--- src/hdl/ikc_pkg.sv ---
`default_nettype none

package ikc_pkg;

  // Key classes as they arrive on the input stream.
  localparam logic [3:0] KEY_DIGIT  = 4'd0;
  localparam logic [3:0] KEY_DOT    = 4'd1;
  localparam logic [3:0] KEY_ADD    = 4'd2;
  localparam logic [3:0] KEY_SUB    = 4'd3;
  localparam logic [3:0] KEY_MUL    = 4'd4;
  localparam logic [3:0] KEY_DIV    = 4'd5;
  localparam logic [3:0] KEY_OPEN   = 4'd6;
  localparam logic [3:0] KEY_CLOSE  = 4'd7;
  localparam logic [3:0] KEY_EQUALS = 4'd8;
  localparam logic [3:0] KEY_CLEAR  = 4'd9;
  localparam logic [3:0] KEY_BACK   = 4'd10;
  localparam logic [3:0] KEY_NEGATE = 4'd11;
  localparam logic [3:0] KEY_MC     = 4'd12;
  localparam logic [3:0] KEY_MR     = 4'd13;
  localparam logic [3:0] KEY_MPLUS  = 4'd14;
  localparam logic [3:0] KEY_MMINUS = 4'd15;

  // Codes held on the operator stack.
  localparam logic [2:0] OP_ADD  = 3'd1;
  localparam logic [2:0] OP_SUB  = 3'd2;
  localparam logic [2:0] OP_MUL  = 3'd3;
  localparam logic [2:0] OP_DIV  = 3'd4;
  localparam logic [2:0] OP_OPEN = 3'd5;

  // Kind of the previous key.
  localparam logic [2:0] KIND_CLEARED = 3'd0;
  localparam logic [2:0] KIND_DIGIT   = 3'd1;
  localparam logic [2:0] KIND_MULDIV  = 3'd2;
  localparam logic [2:0] KIND_ADDSUB  = 3'd3;
  localparam logic [2:0] KIND_OTHER   = 3'd4;

  localparam logic [3:0]  CHAR_DOT = 4'd10;
  localparam logic [63:0] SIGN_BIT = 64'h8000_0000_0000_0000;

  // Signed result with a flag that tells whether it fits the format.
  typedef struct packed {
    logic        ok;
    logic [63:0] value;
  } fx_res_t;

  function automatic logic [63:0] fx_magnitude(logic [63:0] v);
    return v[63] ? (~v + 64'd1) : v;
  endfunction

  function automatic fx_res_t fx_from_mag(logic [63:0] m, logic neg);
    fx_res_t r;
    r.ok    = neg ? (m <= SIGN_BIT) : (m < SIGN_BIT);
    r.value = neg ? (~m + 64'd1) : m;
    return r;
  endfunction

endpackage

`default_nettype wire

--- src/hdl/ikc_div.sv ---
`default_nettype none

module ikc_div (
  input  wire logic        clk_i,
  input  wire logic        rst_ni,
  input  wire logic        start_i,
  input  wire logic [63:0] rem_i,
  input  wire logic [63:0] low_i,
  input  wire logic [63:0] den_i,
  output logic             done_o,
  output logic [63:0]      quo_o
);
  import ikc_pkg::*;

  logic [63:0] rem_q, rem_d, low_q, low_d, den_q, den_d, quo_q, quo_d;
  logic [5:0]  cnt_q, cnt_d;
  logic        busy_q, busy_d;
  logic        done_q, done_d;
  logic [63:0] rem_sh;
  logic        take;

  // Restoring division, one quotient bit per cycle.
  assign rem_sh = {rem_q[62:0], low_q[63]};
  assign take   = rem_q[63] | (rem_sh >= den_q);

  always_comb begin
    rem_d  = rem_q;
    low_d  = low_q;
    den_d  = den_q;
    quo_d  = quo_q;
    cnt_d  = cnt_q;
    busy_d = busy_q;
    done_d = 1'b0;
    if (start_i) begin
      rem_d  = rem_i;
      low_d  = low_i;
      den_d  = den_i;
      quo_d  = '0;
      cnt_d  = '0;
      busy_d = 1'b1;
    end else if (busy_q) begin
      rem_d = take ? (rem_sh - den_q) : rem_sh;
      low_d = {low_q[62:0], 1'b0};
      quo_d = {quo_q[62:0], take};
      cnt_d = cnt_q + 6'd1;
      if (cnt_q == 6'd63) begin
        busy_d = 1'b0;
        done_d = 1'b1;
      end
    end
  end

  always_ff @(posedge clk_i or negedge rst_ni) begin
    if (!rst_ni) begin
      busy_q <= 1'b0;
      done_q <= 1'b0;
      cnt_q  <= '0;
    end else begin
      busy_q <= busy_d;
      done_q <= done_d;
      cnt_q  <= cnt_d;
    end
  end

  always_ff @(posedge clk_i) begin
    rem_q <= rem_d;
    low_q <= low_d;
    den_q <= den_d;
    quo_q <= quo_d;
  end

  assign done_o = done_q;
  assign quo_o  = quo_q;

endmodule

`default_nettype wire
--- config.mk ---
export PLATFORM = sky130hd
export DESIGN_NAME = ikc_div
export DESIGN_NICKNAME = d
export VERILOG_FILES = /design/src/hdl/ikc_pkg.sv /design/src/hdl/ikc_div.sv
export SDC_FILE = /design/constraint.sdc
export NUM_CORES = 1
export LEC_CHECK = 0
export ABC_AREA = 1
export BUFFER_PORTS_ARGS = -buffer_cell sky130_fd_sc_hd__buf_4
export CAP_MARGIN = 20
export CELL_PAD_IN_SITES_DETAIL_PLACEMENT = 1
export CELL_PAD_IN_SITES_GLOBAL_PLACEMENT = 2
export CORE_MARGIN = 2
export CORE_UTILIZATION = 32
export CTS_BUF_LIST = sky130_fd_sc_hd__clkbuf_16
export DETAILED_ROUTE_END_ITERATION = 8
export GPL_ROUTABILITY_DRIVEN = 0
export HOLD_SLACK_MARGIN = 0.1
export PLACE_DENSITY = 0.88
export SYNTH_ARGS = -nofsm -noshare
export SYNTH_HDL_FRONTEND = slang
export SYNTH_SLANG_ARGS = --single-unit
export TNS_END_PERCENT = 30
--- constraint.sdc ---
create_clock -name clk_i -period 6 [get_ports clk_i]
set_input_delay 1.2 -clock clk_i [delete_from_list [all_inputs] [get_ports clk_i]]
set_output_delay 1.2 -clock clk_i [all_outputs]
set_load 0.02 [all_outputs]
==> results.sh <==
export IMPL_outcome="complete, no violations"
export IMPL_switchingPower_mw=4.17
export IMPL_core_area_um2=52700
export IMPL_leakage_nw=11.0
export IMPL_clock_fmax_ghz=0.231
export IMPL_cts_clk_slew_worst_paths_ns=0.06
export IMPL_viasPerCell=4.68
export IMPL_first_pass_iters=5
export IMPL_antenna_cells=0
export IMPL_peakVddDrop_v=0.000207
export IMPL_r2r_start="low_q[63]"
export IMPL_cts_made_buffers=34
export IMPL_synth_seq_cells=264
export IMPL_cp_end_kind="flip-flop"
export IMPL_ys_seq_area_frac=0.424
export IMPL_finalCriticalPeriod_ns=4.33
export IMPL_critical_path_startpoint_type="flip-flop"
export IMPL_pwr_share_comb=0.498
export IMPL_syn_inst=2435
export IMPL_tritoncts="yes"
export IMPL_startpoint="low_q[63]"
export IMPL_io_buffers=259
export IMPL_internal_power_mw=5.25
export IMPL_hold_violations=0
export IMPL_mostFrequentLayoutCell="nand2_1"
export IMPL_syn_area_um2=17100
export IMPL_die_area_um2=55300
export IMPL_syn_area_per_cell_um2=7.02
export IMPL_cts_root_buffer="clkbuf_16"
export IMPL_ys_warn_count=0
export IMPL_fp_dieW_um=235
export IMPL_hpwl_mm=45.6
export IMPL_routed_wirelength_mm=58.6
export IMPL_grt_overflow_total=0
export IMPL_reg2reg_depth=18
export IMPL_dpl_cell_area_um2=19600
export IMPL_nFillCells=6610
export IMPL_area_growth_pct=21.9
export IMPL_cp_endpoint="rem_q[12]"
export IMPL_cp_required_ns=6.31
export IMPL_tightest_slew_ns=1.03
export IMPL_die_y_um=235
export IMPL_power_frac_seq=0.265
export IMPL_clkLatencyLatePin_ns=0.57
export IMPL_path_max_fanout=65
export IMPL_rsz0062_at_grt="false"
export IMPL_antenna_found_initial=1
export IMPL_grt_max_degree=96
export IMPL_cp_arrival_ns=4.64
export IMPL_fin_area_um2=20800
export IMPL_setup_tns_ns=0
export IMPL_report_final_slew_viol_count=0
export IMPL_ctsResizeCount=0
export IMPL_seq_area_um2=7250
export IMPL_clock_sinks=264
export IMPL_drive_gt1_frac=0.142
export IMPL_final_cell_mix="nand2_1 (1,032), inv_1 (477), buf_4 (266), edfxtp_1 (192), nand3_1 (126)"
export IMPL_swShare=0.443
export IMPL_rr_endpoint="rem_q[12]"
export IMPL_setup_viol=0
export IMPL_drcViolationCount=0
export IMPL_row_count=84
export IMPL_p_per_area_nw_per_um2=452
export IMPL_start_util=0.324
export IMPL_final_core_util=0.396
export IMPL_crit_type="reg -> reg"
export IMPL_grt_pass1_wl_mm=92.1
export IMPL_antenna_left=0
export IMPL_clkPwrFrac=0.237
export IMPL_postCtsSetupBuffers=0
export IMPL_post_drt_wl_per_cell_um=17.3
export IMPL_final_net_count=2935
export IMPL_hold_path_class="in -> async"
export IMPL_finalClockSkew_ns=0.0227
export IMPL_synthDistinctLibCells=36
export IMPL_synth_nets=2696
export IMPL_dr_total_vias=15826
export IMPL_multi_input_area_um2=7630
export IMPL_io_pins=260
export IMPL_drt_iter0_drc=725
export IMPL_htree_levels=2
export IMPL_gr_usage_all_layers=0.209
export IMPL_grt_pass1_vias=17019
export IMPL_cts_hold_buf=0
export IMPL_max_cap_viol_count=0
export IMPL_period_share=0.722
export IMPL_relSlewSlack=0.314
export IMPL_r2r_slack_ns=1.67
export IMPL_cts_buffer_depth=3
export IMPL_totalPowerFinal_mw=9.42
-- worst max-delay path, cell delays in order (launching register included) --
cell	delay, ns
edfxtp_1	0.33
inv_1	0.06
ha_1	0.24
fa_1	0.43
inv_1	0.13
nand2_1	0.06
nand2_1	0.08
nand3_2	0.07
nand2_2	0.14
nand2_2	0.07
nand2_2	0.16
nand2_2	0.09
nand3_2	0.09
nand2_4	0.51
nand2_2	0.81
buf_4	0.50
nand2_1	0.10
nand3_1	0.10
nand2_1	0.07
-- worst min path at each step --
| stage | from | end | cells past startpoint |
|---|---|---|---|
| after global routing | rst_ni | cnt_q[0] | 1 |
| after floorplan | cnt_q[3] | cnt_q[3] | 1 |
| final | rst_ni | cnt_q[2] | 1 |
| after global placement | quo_o[0] | quo_o[0] | 2 |
| after CTS | rst_ni | cnt_q[2] | 1 |
| after detailed placement | quo_o[3] | quo_o[3] | 2 |
-- power by group through the flow --
stage | combinational, mW | clock, mW | sequential (mW)
floorplan | 3.37 | 0 | 2.48
global placement | 4.61 | 0 | 2.50
detailed placement | 4.70 | 0 | 2.53
CTS | 4.73 | 2.30 | 2.50
global route | 5.31 | 2.35 | 2.53
finish | 4.70 | 2.23 | 2.49
-- through the flow --
stage | setup slack, ns | instances | hold slack [ns]
detailed placement | 1.63 | 3325 | 0.485
floorplan | 0.462 | 2435 | 0.475
global placement | 1.84 | 3325 | 0.469
CTS | 1.63 | 3384 | 0.431
global route | 1.36 | 3385 | 0.447
finish | 1.67 | 3385 | 0.456
-- registers in the layout, indices dropped and copies added, names as in the netlist --
register  cells
cnt_q         6
done_o        1
rem_q        64
den_q        64
quo_o        64
busy_q        1
low_q        64
-- cells in the mapped netlist --
master    count  area (µm²)
buf_4         5        37.5
inv_1       470        1760
ha_1         65         813
buf_2        11        55.1
nor3_1       14        70.1
xnor2_1      29         254
o21ai_1       3        15.0
o22ai_1      62         388
o211ai_1      1        7.51
buf_1         4        15.0
dfrtp_1       8         200
nand3_1     126         631
nor2_4        1        11.3
xor2_1        2        17.5
o21ai_0      10        50.1
nand2_1    1034        3880
o21bai_1      2        15.0
inv_2        23        86.3
clkinv_1      5        18.8
dfxtp_1      64        1280
a21oi_1      41         205
nor2_2        8        50.1
nor3b_1       1        7.51
nor3_2        2        20.0
nor4_1        2        12.5
clkbuf_1     34         128
edfxtp_1    192        5770
nand3_2      12         120
and3_1        2        12.5
buf_6        11         124
a21oi_2       2        17.5
nand4_1      18         113
nor2_1      101         379
nand2_2      14        87.6
fa_1          1        20.0
nand3b_1     55         413
-- final cells by class --
cell class              instances  share of cell area
repair buffers                268              0.0973
well taps                     688              0.0413
flip-flops and latches        264               0.348
inverters                     498              0.0898
multi-input cells            1608               0.366
clock inverters                25              0.0166
clock buffers                  34              0.0408
-- kinds of logic (layout without fill, tap and decap cells) --
| kind of cell | Yosys count | after routing | share of synthesized area |
|---|---|---|---|
| AND/OR/NAND/NOR | 1390 | 1390 | 0.340 |
| buffers and inverters | 563 | 825 | 0.130 |
| flip-flops | 264 | 264 | 0.424 |
| AO/OA/AOI/OAI | 121 | 121 | 0.0409 |
| adder cells (fa/ha/maj) | 66 | 66 | 0.0488 |
| XOR/XNOR | 31 | 31 | 0.0159 |
-- metal layers --
layer,vias up,GRT usage,share of wire
met3,95,0.0537,0.064
li1,7978,-,-
met2,328,0.359,0.47
met5,-,0,0.00027
met1,7423,0.257,0.44
met4,2,0.0656,0.029
Note: power is estimated with default switching activity, not from simulation.
