--- src/hdl/ikc_pkg.sv ---
`default_nettype none

package ikc_pkg;

  // Key classes as they arrive on the input stream.
  localparam logic [3:0] KEY_DIGIT  = 4'd0;
  localparam logic [3:0] KEY_DOT    = 4'd1;
  localparam logic [3:0] KEY_ADD    = 4'd2;
  localparam logic [3:0] KEY_SUB    = 4'd3;
  localparam logic [3:0] KEY_MUL    = 4'd4;
  localparam logic [3:0] KEY_DIV    = 4'd5;
  localparam logic [3:0] KEY_OPEN   = 4'd6;
  localparam logic [3:0] KEY_CLOSE  = 4'd7;
  localparam logic [3:0] KEY_EQUALS = 4'd8;
  localparam logic [3:0] KEY_CLEAR  = 4'd9;
  localparam logic [3:0] KEY_BACK   = 4'd10;
  localparam logic [3:0] KEY_NEGATE = 4'd11;
  localparam logic [3:0] KEY_MC     = 4'd12;
  localparam logic [3:0] KEY_MR     = 4'd13;
  localparam logic [3:0] KEY_MPLUS  = 4'd14;
  localparam logic [3:0] KEY_MMINUS = 4'd15;

  // Codes held on the operator stack.
  localparam logic [2:0] OP_ADD  = 3'd1;
  localparam logic [2:0] OP_SUB  = 3'd2;
  localparam logic [2:0] OP_MUL  = 3'd3;
  localparam logic [2:0] OP_DIV  = 3'd4;
  localparam logic [2:0] OP_OPEN = 3'd5;

  // Kind of the previous key.
  localparam logic [2:0] KIND_CLEARED = 3'd0;
  localparam logic [2:0] KIND_DIGIT   = 3'd1;
  localparam logic [2:0] KIND_MULDIV  = 3'd2;
  localparam logic [2:0] KIND_ADDSUB  = 3'd3;
  localparam logic [2:0] KIND_OTHER   = 3'd4;

  localparam logic [3:0]  CHAR_DOT = 4'd10;
  localparam logic [63:0] SIGN_BIT = 64'h8000_0000_0000_0000;

  // Signed result with a flag that tells whether it fits the format.
  typedef struct packed {
    logic        ok;
    logic [63:0] value;
  } fx_res_t;

  function automatic logic [63:0] fx_magnitude(logic [63:0] v);
    return v[63] ? (~v + 64'd1) : v;
  endfunction

  function automatic fx_res_t fx_from_mag(logic [63:0] m, logic neg);
    fx_res_t r;
    r.ok    = neg ? (m <= SIGN_BIT) : (m < SIGN_BIT);
    r.value = neg ? (~m + 64'd1) : m;
    return r;
  endfunction

endpackage

`default_nettype wire

--- src/hdl/ikc_mul.sv ---
`default_nettype none

module ikc_mul #(
  parameter int FRACTION_BITS = 32
) (
  input  wire logic             clk_i,
  input  wire logic             rst_ni,
  input  wire logic             start_i,
  input  wire logic [63:0]      a_i,
  input  wire logic [63:0]      b_i,
  output logic                  done_o,
  output ikc_pkg::fx_res_t      result_o
);
  import ikc_pkg::*;

  logic [127:0] prod_q, prod_d;
  logic [63:0]  ma_q, ma_d;
  logic         neg_q, neg_d;
  logic [5:0]   cnt_q, cnt_d;
  logic         busy_q, busy_d;
  logic         done_q, done_d;
  logic [64:0]  sum;
  logic         hi_ovf;
  fx_res_t      fm;

  // One multiplier bit per cycle: add the multiplicand, then shift right.
  assign sum = {1'b0, prod_q[127:64]} + (prod_q[0] ? {1'b0, ma_q} : 65'd0);

  always_comb begin
    prod_d = prod_q;
    ma_d   = ma_q;
    neg_d  = neg_q;
    cnt_d  = cnt_q;
    busy_d = busy_q;
    done_d = 1'b0;
    if (start_i) begin
      prod_d = {64'd0, fx_magnitude(b_i)};
      ma_d   = fx_magnitude(a_i);
      neg_d  = a_i[63] ^ b_i[63];
      cnt_d  = '0;
      busy_d = 1'b1;
    end else if (busy_q) begin
      prod_d = {sum, prod_q[63:1]};
      cnt_d  = cnt_q + 6'd1;
      if (cnt_q == 6'd63) begin
        busy_d = 1'b0;
        done_d = 1'b1;
      end
    end
  end

  always_ff @(posedge clk_i or negedge rst_ni) begin
    if (!rst_ni) begin
      busy_q <= 1'b0;
      done_q <= 1'b0;
      cnt_q  <= '0;
    end else begin
      busy_q <= busy_d;
      done_q <= done_d;
      cnt_q  <= cnt_d;
    end
  end

  always_ff @(posedge clk_i) begin
    prod_q <= prod_d;
    ma_q   <= ma_d;
    neg_q  <= neg_d;
  end

  // Integer bits above the format mean overflow.
  assign hi_ovf = |prod_q[127:64+FRACTION_BITS];
  assign fm     = fx_from_mag(prod_q[FRACTION_BITS +: 64], neg_q);

  assign done_o         = done_q;
  assign result_o.ok    = fm.ok & ~hi_ovf;
  assign result_o.value = fm.value;

endmodule

`default_nettype wire

--- config.mk ---
export PLATFORM = sky130hd
export DESIGN_NAME = ikc_mul
export DESIGN_NICKNAME = d
export VERILOG_FILES = /design/src/hdl/ikc_pkg.sv /design/src/hdl/ikc_mul.sv
export SDC_FILE = /design/constraint.sdc
export NUM_CORES = 1
export LEC_CHECK = 0
export BUFFER_PORTS_ARGS = -buffer_cell sky130_fd_sc_hd__buf_2
export CORE_UTILIZATION = 45
export DETAILED_ROUTE_END_ITERATION = 6
export GPL_TIMING_DRIVEN = 0
export PLACE_DENSITY_LB_ADDON = 0.25
export SYNTH_ARGS = -nofsm -noshare
export SYNTH_HDL_FRONTEND = slang
export SYNTH_SLANG_ARGS = --single-unit
--- constraint.sdc ---
create_clock -name clk_i -period 7 [get_ports clk_i]
set_input_delay 0 -clock clk_i [delete_from_list [all_inputs] [get_ports clk_i]]
set_output_delay 0 -clock clk_i [all_outputs]
set_load 0.05 [all_outputs]
==> run_results.csv <==
group,metric,value,unit
global_routing,grt.total_usage,27.59,%
yosys,synth_compound_area_share,19.37,%
global_routing,grt_pass1_wl,74.87,mm
sta,slew_violations,0,
yosys,synth_edf_count,129,
yosys,syn_area,15170,um^2
worst_setup_path,slowest_stage,"o21ai_0",
yosys,synthCells,1719,
floorplanning,die_area,34450,um^2
worst_setup_path,timing.critical_path.to_type,"flop",
yosys,ys_seq_elements,201,
sta,hold_viol,0,
layout,final_cell_area,19080,um^2
global_routing,grt.busiest_layer,"met2",
yosys,synthArstFlopShare,3.980,%
outcome,status,"complete, no violations",
global_routing,met1_usage,37.19,%
worst_setup_path,cp-start-kind,"flop",
hold_path,hold_class,"in2reg",
pwr,powerDensity,293.7,nW/um^2
clock_tree,cts_resized,0,
pwr,cellLeakagePower,7.664,nW
clock_tree,clk_path_buf_depth,3,
yosys,synth.distinct_cells,70,
yosys,yosys-mux-area-fraction,3.118,%
place,port_buffers,194,
yosys,synth_area_per_cell,8.825,um^2
worst_setup_path,path_cells,"clkbuf_1, clkbuf_1, and2_1, ha_1, fa_1, a21oi_1, o31ai_1, nand3_1, a211oi_1, o21ai_0, o21ai_0, a31oi_1, o21bai_1, xor2_1, a22o_1",
worst_setup_path,max_stage_delay,0.75,ns
floorplanning,core_area,32870,um^2
yosys,synth-adder-area-share,5.741,%
sta,rsz0062_at_grt,"false",
detailed_routing,drt_iter0_markers,1228,
worst_setup_path,crit_arrival,5.80,ns
clock_tree,post_cts_buffers,0,
worst_setup_path,crit_family,"compound AO/OA/AOI/OAI gates",
sta,relSlewSlack,22.22,%
clock_tree,tritoncts,"built",
sta,fin_skew,0.01837,ns
detailed_routing,antenna_left,0,
yosys,ys_top_cells_by_area,"edfxtp_1 26%, xnor2_1 9.4%, dfxtp_1 8.4%",
global_routing,overflow,0,
detailed_routing,post-route-drc-count,0,
sta,fin_crit,5.367,ns
global_routing,grtUsageMet3,2.094,%
layout,drive_above_1_share,13.72,%
clock_tree,cts.sinks,201,
worst_setup_path,cp_max_fo,10,
clock_tree,clkTransAtPathRegs,0.06,ns
global_routing,grt_pass1_vias,14092,
floorplanning,start_util,46.16,%
place,placed_area,16720,um^2
layout,antennaDiodeCount,0,
floorplanning,rows,66,
layout,fin_nets,2294,
worst_setup_path,worstPathBufferInverterCount,2,
yosys,ys_warn_count,0,
detailed_routing,vias,14743,
sta,post-route-period-util,76.67,%
floorplanning,die_h,185.6,um
worst_setup_path,worstPathRequired,7.44,ns
yosys,synth-simple-area-share,19.42,%
place,place_ws,1.778,ns
sta,worst_slew_pin_slew,1.156,ns
clock_tree,insertion_delay,0.55,ns
sta,timing.final.ws_setup,1.633,ns
yosys,yosysSeqAreaShare,35.30,%
floorplanning,die_w,185.6,um
layout,areaGrowthSynthToFinish,25.76,%
yosys,synth_fp_nets,1919,
place,dpl.cell_count,2356,
layout,final_cells,2556,
sta,tns,0,ns
floorplanning,io_pins,197,
worst_setup_path,path_class,"reg2reg",
sta,setup_viol,0,
clock_tree,cts_max_level,1,
global_routing,met2_usage,46.02,%
yosys,yosys.area.top_type_share,25.54,%
place,dpl.hpwl,35.64,mm
detailed_routing,routed_wl,48.42,mm
run,maxCapViolations,0,
yosys,synth_top_family_by_area,"simple AND/OR/NAND/NOR gates",
pwr,vdd_ir_drop_max,0.2059,mV
yosys,synth_top_flop_cell,"edfxtp_1",
clock_tree,cts_buffers,26,
yosys,yosysTopAreaCell,"edfxtp_1",
detailed_routing,wl_per_cell,18.94,um
detailed_routing,routed_via_density,5.768,
global_routing,antenna_found_initial,0,
clock_tree,root_buffer,"clkbuf_16",
detailed_routing,first_pass_iters,5,
global_routing,grt_max_degree,67,
yosys,synth_xor_xnor_area_share,14.20,%
sta,max_freq,0.1863,GHz
place,gp_congestion,1.018,
==> stage by stage <==
stage | util (%) | power [mW] | hold slack (ns)
after floorplan | - | 3.564 | -0.2956
after global placement | 50.79 | 4.169 | -0.1269
after detailed placement | 50.86 | 4.198 | -0.1196
after CTS | 58.04 | 5.588 | 0.02164
after global routing | 58.04 | 5.911 | 0.06629
final | 58.04 | 5.604 | 0.02736
==> sequential cells by signal, summed over array words and instances, names as in the netlist <==
register	cells
prod_q	128
ma_q	64
cnt_q	6
busy_q	1
done_o	1
neg_q	1
==> metal layers <==
metal	up-vias	wire length [um]	part of all wire, %
met5	-	0	0
met4	0	1801	3.7
met1	6972	21670	45
met2	567	22440	46
li1	7085	-	-
met3	119	2508	5.2
==> synthesized netlist by cell type (all sizes together), types with 4 or more instances <==
cell type,n
mux2i,30
clkbuf,80
a22o,4
o21ai,123
inv,30
o41ai,31
a31oi,11
nor2b,7
o21a,6
nor2,152
or4,27
nand2b,13
dfrtp,8
a211oi,13
a21o,32
mux2,15
o21bai,12
a21oi,137
o31ai,61
dfxtp,64
a311oi,4
nand2,135
and3,7
or2,18
buf,4
nor4,22
xor2,83
xnor2,163
a211o,5
nand3,22
and2,70
nor3,28
nand4,25
or3,42
edfxtp,129
ha,68
==> power breakdown <==
part / total (mW) / leakage [nW] / internal (mW) / switching, mW
clock: 1.30 / 0.420 / 0.753 / 0.550
combinational: 2.55 / 5.32 / 0.910 / 1.64
sequential: 1.75 / 1.93 / 1.51 / 0.237
total: 5.60 / 7.66 / 3.18 / 2.43
==> repair_timing <==
action / 4_1_cts / 5_1_grt
endpoints found under the setup margin: 0 / 0
hold buffers: 152 / 0
hold endpoints to repair: 131 / 0
==> path summary, 6_finish.rpt <==
kind                                          start                       end  slack [ns]  cells after the start
max                             prod_q[0]$_DFFE_PP_  prod_q[119]$_SDFFE_PP0P_        1.63                     15
min                                         b_i[30]      prod_q[30]$_DFFE_PP_        0.03                      3
max reg2reg                     prod_q[0]$_DFFE_PP_  prod_q[119]$_SDFFE_PP0P_        1.63                     15
min reg2reg                prod_q[107]$_SDFFE_PP0P_  prod_q[107]$_SDFFE_PP0P_        0.48                      2
max in group asynchronous                    rst_ni      cnt_q[1]$_DFFE_PN0P_        6.19                      3
min in group asynchronous                    rst_ni          done_o$_DFF_PN0_        0.47                      3
==> cell type report <==
class	instances	area [um^2]
plain buffers	84	319.1
clock buffers	35	745.7
clock inverters	13	93.84
fillers	3014	13790
inverters	30	112.6
multi-input cells	1404	9383
flip-flops and latches	201	5355
well taps	442	553.0
repair buffers	347	2515
==> layout by cell type (no fill, tap or decap), drive strengths merged, types with 83 or more instances in the layout <==
| master | netlist | final |
|---|---|---|
| nor2 | 152 | 152 |
| clkbuf | 80 | 115 |
| a21oi | 137 | 137 |
| o21ai | 123 | 123 |
| dlygate4sd3 | 0 | 152 |
| nand2 | 135 | 135 |
| buf | 4 | 199 |
| xnor2 | 163 | 163 |
| edfxtp | 129 | 129 |
| xor2 | 83 | 83 |
==> cells by family after synthesis <==
family | Yosys count
AOI/OAI and AO/OA | 465
xor gates and xnor gates | 246
adders and majority gates | 69
buffers and inverters | 114
DFF | 201
muxes | 45
and+or+nand+nor | 579
==> worst reg2reg max path, cell delays in order, from the launching register on <==
cell and delay (ns):
edfxtp_1 0.32, clkbuf_1 0.58, clkbuf_1 0.41, and2_1 0.22, ha_1 0.22, fa_1 0.23, a21oi_1 0.11, o31ai_1 0.41
nand3_1 0.18, a211oi_1 0.53, o21ai_0 0.35, o21ai_0 0.75, a31oi_1 0.40, o21bai_1 0.26, xor2_1 0.09, a22o_1 0.20
Power figures use the tool's default switching activity.
